==> src/p1305_pkg.sv <==
// Shared types and constants for the Poly1305 authenticator
package p1305_pkg;

    localparam int LIMB_W  = 26;
    localparam int ACC_W   = 27;
    localparam int COL_W   = 64;
    localparam int KEY_W   = 64;
    localparam int Q_DEPTH = 2;
    localparam int Q_PTR_W = 1;

    localparam logic [63:0] CLAMP_LO = 64'h0FFF_FFFC_0FFF_FFFF;
    localparam logic [63:0] CLAMP_HI = 64'h0FFF_FFFC_0FFF_FFFC;
    localparam logic [4:0]  FULL_CNT = 5'd16;

    typedef enum logic [1:0] {
        REG_R_LO = 2'd0,
        REG_R_HI = 2'd1,
        REG_S_LO = 2'd2,
        REG_S_HI = 2'd3
    } t_reg_idx;

    typedef struct packed {
        logic        we;
        t_reg_idx    index;
        logic [63:0] data;
    } t_cfg_wr;

    typedef struct packed {
        logic [63:0] lo;
        logic [63:0] hi;
        logic        hibit;
        logic        absorb;
        logic        fin;
    } t_blk;

endpackage

==> src/p1305_if.sv <==
// Valid/ready channel interfaces for message words and tag words
interface p1305_in_if;
    logic        valid;
    logic        ready;
    logic [63:0] message_low;
    logic [63:0] message_high;
    logic [4:0]  byte_count;
    logic        last;

    modport source (output valid, message_low, message_high, byte_count, last, input ready);
    modport sink   (input valid, message_low, message_high, byte_count, last, output ready);
endinterface


==> src/p1305_front.sv <==
// Front end: accept message words, pad and classify, two-entry queue
module p1305_front (
    input  logic            i_clk,
    input  logic            i_rst_n,
    p1305_in_if.sink        i_msg,
    output logic            o_q_valid,
    output p1305_pkg::t_blk o_q_data,
    input  logic            i_q_pop
);
    import p1305_pkg::*;

    t_blk                 r_q [Q_DEPTH];
    logic [Q_PTR_W-1:0]   r_wp, r_rp;
    logic [Q_PTR_W:0]     r_cnt;
    t_blk                 n_blk;
    logic                 push;
    logic                 full;
    logic [6:0]           sh;
    logic [127:0]         msg, one, padded;

    assign i_msg.ready = (r_cnt != (Q_PTR_W+1)'(Q_DEPTH));
    assign push        = i_msg.valid && i_msg.ready;
    assign o_q_valid   = (r_cnt != '0);
    assign o_q_data    = r_q[r_rp];

    always_comb begin
        full   = (i_msg.byte_count >= FULL_CNT);
        sh     = {i_msg.byte_count[3:0], 3'b000};
        msg    = {i_msg.message_high, i_msg.message_low};
        one    = 128'd1 << sh;
        padded = full ? msg : ((msg & (one - 128'd1)) | one);
        n_blk.lo     = padded[63:0];
        n_blk.hi     = padded[127:64];
        n_blk.hibit  = full;
        n_blk.absorb = full || (i_msg.byte_count != '0);
        n_blk.fin    = i_msg.last || !full;
    end

    always_ff @(posedge i_clk) begin
        if (push) begin
            r_q[r_wp] <= n_blk;
        end
    end

    always_ff @(posedge i_clk) begin
        if (!i_rst_n) begin
            r_wp  <= '0;
            r_rp  <= '0;
            r_cnt <= '0;
        end else begin
            if (push) begin
                r_wp <= r_wp + 1'b1;
            end
            if (i_q_pop) begin
                r_rp <= r_rp + 1'b1;
            end
            r_cnt <= r_cnt + (Q_PTR_W+1)'(push) - (Q_PTR_W+1)'(i_q_pop);
        end
    end
endmodule

==> src/flat_wrapper.sv <==
// flat-port wrapper written by rule: the top's interface ports become plain ports
module p1305_front_flat import p1305_pkg::*;
  (i_clk, i_rst_n, o_q_valid, o_q_data, i_q_pop, i_msg_valid, i_msg_message_low, i_msg_message_high, i_msg_byte_count, i_msg_last, i_msg_ready);
  p1305_in_if i_msg_i ();
  input  logic i_clk;
  input  logic i_rst_n;
  output logic o_q_valid;
  output p1305_pkg::t_blk o_q_data;
  input  logic i_q_pop;
  input wire logic [$bits(i_msg_i.valid)-1:0] i_msg_valid;
  input wire logic [$bits(i_msg_i.message_low)-1:0] i_msg_message_low;
  input wire logic [$bits(i_msg_i.message_high)-1:0] i_msg_message_high;
  input wire logic [$bits(i_msg_i.byte_count)-1:0] i_msg_byte_count;
  input wire logic [$bits(i_msg_i.last)-1:0] i_msg_last;
  output wire logic [$bits(i_msg_i.ready)-1:0] i_msg_ready;
  assign i_msg_i.valid = i_msg_valid;
  assign i_msg_i.message_low = i_msg_message_low;
  assign i_msg_i.message_high = i_msg_message_high;
  assign i_msg_i.byte_count = i_msg_byte_count;
  assign i_msg_i.last = i_msg_last;
  assign i_msg_ready = i_msg_i.ready;
  p1305_front u_core (.i_clk(i_clk), .i_rst_n(i_rst_n), .i_msg(i_msg_i), .o_q_valid(o_q_valid), .o_q_data(o_q_data), .i_q_pop(i_q_pop));
endmodule
==> config.mk <==
export PLATFORM = sky130hd
export DESIGN_NAME = p1305_front_flat
export DESIGN_NICKNAME = d
export VERILOG_FILES = /design/src/p1305_pkg.sv /design/src/p1305_if.sv /design/src/p1305_front.sv /design/src/flat_wrapper.sv
export SDC_FILE = /design/constraint.sdc
export NUM_CORES = 1
export LEC_CHECK = 0
export BUFFER_PORTS_ARGS = -buffer_cell sky130_fd_sc_hd__buf_4
export CORE_ASPECT_RATIO = 0.75
export CORE_UTILIZATION = 25
export CTS_BUF_LIST = sky130_fd_sc_hd__clkbuf_8 sky130_fd_sc_hd__clkbuf_16
export CTS_CLUSTER_DIAMETER = 80
export CTS_CLUSTER_SIZE = 20
export DETAILED_ROUTE_END_ITERATION = 10
export PLACE_DENSITY = 0.42
export SYNTH_ARGS = -nofsm -noshare
export SYNTH_HDL_FRONTEND = slang
export SYNTH_SLANG_ARGS = --single-unit
export TNS_END_PERCENT = 10
==> constraint.sdc <==
create_clock -name i_clk -period 10.68 [get_ports i_clk]
set_input_delay 0.534 -clock i_clk [delete_from_list [all_inputs] [get_ports i_clk]]
set_output_delay 0.534 -clock i_clk [all_outputs]
set_load 0.005 [all_outputs]
==> summary.md <==
| Metric | Value |
|---|---|
| Top FF cell, synth | `edfxtp_1` |
| Die X-Extent | `244 um` |
| WP data required | `10.15 ns` |
| Area contributors post-synth | `edfxtp_1 (72%), mux2_2 (13%), nor2b_1 (3.8%)` |
| Final wirelength | `27.7 mm` |
| Met1 Use GR | `0.164` |
| CP Launch Type | `flop` |
| Met2 Usage GRT | `0.190` |
| Hold WC Path Type | `primary input to flop` |
| Clock buffer count from CTS | `18` |
| Synth Warn # | `0` |
| Vias | `6117` |
| WS Path Type | `flop to output port` |
| Overall routing resource usage | `0.120` |
| Max Clk Rate | `344 MHz` |
| CP Max Fanout | `62` |
| Die height | `183 um` |
| Syn_area_per_cell | `17.3 um2` |
| EDFF count, synth | `262` |
| Most common cell after layout, fill and taps aside | `buf_4` |
| Final Cell Area | `14200 um2` |
| Post-layout min period | `2.91 ns` |
| Post-CTS setup buffers | `0` |
| Drt via density | `4.12` |
| Antenna viol nets, final | `0` |
| Worst rel slew slack | `0.369` |
| Net Count, Synth | `775` |
| Initial antenna violation count | `2` |
| Final Max Tran Viols | `0` |
| TritonRoute pass-1 iters | `4` |
| Seq/Total Area, Yosys | `0.726` |
| Max-Cap Viols | `0` |
| Largest vdd supply drop | `0.106 mV` |
| Clock Latency Late Sink | `0.52 ns` |
| Commonest non-fill, non-tap cells in the layout | `buf_4 (276), edfxtp_1 (262), mux2_2 (131), nor2b_1 (67), and2_1 (40)` |
| Area grow syn2layout | `28.9%` |
| Final period utilization | `0.272` |
| Top Ports | `271` |
| Leakage power | `5.19 nW` |
| Row cnt | `66` |
| Cell Count, Final, Fillers Out | `1486` |
| Cell area after synthesis | `11000 um2` |
| Clock-pin slew on the worst setup and hold paths | `0.08 ns` |
| Run status | `complete, no violations` |
| Die ar. | `44800 um2` |
| Endpoints failing hold | `0` |
| RSZ-0062 raised after global routing | `false` |
| Most crowded layer after global routing | `met2` |
| Pin count of the biggest net entering global routing | `82` |
| Initial core utilization | `0.253` |
| Core area | `43400 um2` |
| Skew final | `0.0131 ns` |
| Synth cell types | `42` |
| Least-Margin Pin Slew | `0.947 ns` |
| Synth Register Bits | `267` |
| Number of port buffers | `270` |
| Fillers | `4295` |
| Grt ovf | `0` |
| Post-route setup TNS | `0 ns` |
| Setup violations, final | `0` |
| DRC viols | `0` |
| Hold buffer count at CTS | `0` |
| Clock Tree Buf Depth | `3` |
| Crit path DAT | `2.37 ns` |
| Crit end category | `output port` |
| P per Cell Area | `186 nW/um2` |
| Routed len/inst | `18.7 um` |
| Routability cong. | `0.701` |
| Post-CTS resize count | `0` |
| GR Util met3 | `0.0321` |
| Cell taking the most area after synthesis | `edfxtp_1` |
| Clock root cell | `clkbuf_16` |
| DP Area | `13600 um2` |
| DR iter-0 viols | `263` |
| CTS tree | `done` |
| Post-DP HPWL | `18.1 mm` |
| Post-synthesis cell count | `634` |
| # H-tree levels | `1` |
| Placed Cells | `1458` |
| Clk sink count | `267` |
| Top cell type's share of synthesized area | `0.717` |
| First-pass GRT wire length | `40.2 mm` |
| Post-synthesis async set-or-reset flop share | `0` |
| Layout cells sized above 1 | `0.492` |
| Vias in the first global route | `6180` |
| Fin nets | `1041` |
synth_stat cells (2+ instances only):
library cell,n
nor2b_1,67
and2b_1,5
or2_2,3
nand2b_1,3
ha_1,3
nor3_1,3
inv_1,7
buf_4,12
edfxtp_1,262
a21o_1,2
clkbuf_1,6
a22o_1,7
buf_2,9
dfxtp_1,5
and2_1,40
nand2_1,8
a21oi_2,3
buf_6,3
nor2_1,14
xor2_1,2
o21ai_0,5
and3_1,8
xnor2_1,2
mux2_2,131
a21oi_1,6
a31oi_2,2
per-layer routing:
| metal | routed length (um) | vias to the layer above |
|---|---|---|
| met1 | 13000 | 3062 |
| li1 | - | 2888 |
| met5 | 13 | - |
| met3 | 1450 | 25 |
| met2 | 12800 | 140 |
| met4 | 459 | 2 |
stage by stage:
step	hold WS (ns)	setup slack (ns)	util	power [mW]
2_1_floorplan	0.529	6.58	-	1.66
3_5_place_dp	0.566	7.92	0.314	1.95
5_1_grt	0.259	7.65	0.326	2.76
3_3_place_gp	0.558	7.91	0.314	1.96
4_1_cts	0.232	7.63	0.326	2.69
6_report	0.263	7.77	0.326	2.63
path summary, 6_finish.rpt:
check	slack, ns	to	from	cells past startpoint
max reg2reg	8.08	u_core.r_q[0][10]	u_core.r_cnt[0]	4
min	0.26	u_core.r_cnt[1]	i_rst_n	2
max	7.77	o_q_data[111]	flop	3
min reg2reg	0.57	flop	u_core.r_rp	2
critical path, cell delays in order, from the launching register on:
cell	delay [ns]
dfxtp_4	0.46
buf_4	0.73
mux2_2	0.42
buf_4	0.15
logic make-up after synthesis:
family | count (synthesis) | synth area share
buffers and inverters | 37 | 0.0198
AO/OA/AOI/OAI | 34 | 0.0258
AND/OR/NAND/NOR | 158 | 0.0874
multiplexers | 131 | 0.134
XOR/XNOR | 4 | 0.00319
flip-flops | 267 | 0.726
adder cells (fa/ha/maj) | 3 | 0.00342
registers in the layout (all words and copies together) (netlist names), named ones only:
| name | count |
|---|---|
| u_core.r_cnt | 2 |
| u_core.r_q | 262 |
| u_core.r_wp | 1 |
| u_core.r_rp | 1 |
report_power, final:
| group | total, mW | switching, mW | internal (mW) |
|---|---|---|---|
| sequential | 1.37 | 0.0304 | 1.34 |
| combinational | 0.541 | 0.265 | 0.277 |
| clock | 0.718 | 0.366 | 0.352 |
area by class of cell:
cell class | instances | area, um2 | share of cell area
sequential | 267 | 7970 | 0.563
inverter | 7 | 31.3 | 0.00221
timing repair buffer | 276 | 2070 | 0.146
multi-input combinational | 330 | 2800 | 0.198
clock buffer | 19 | 475 | 0.0336
antenna | 1 | 2.50 | 0.000177
tap | 578 | 723 | 0.0511
clock inverter | 8 | 81.3 | 0.00575
Power figures use the tool's default switching activity.
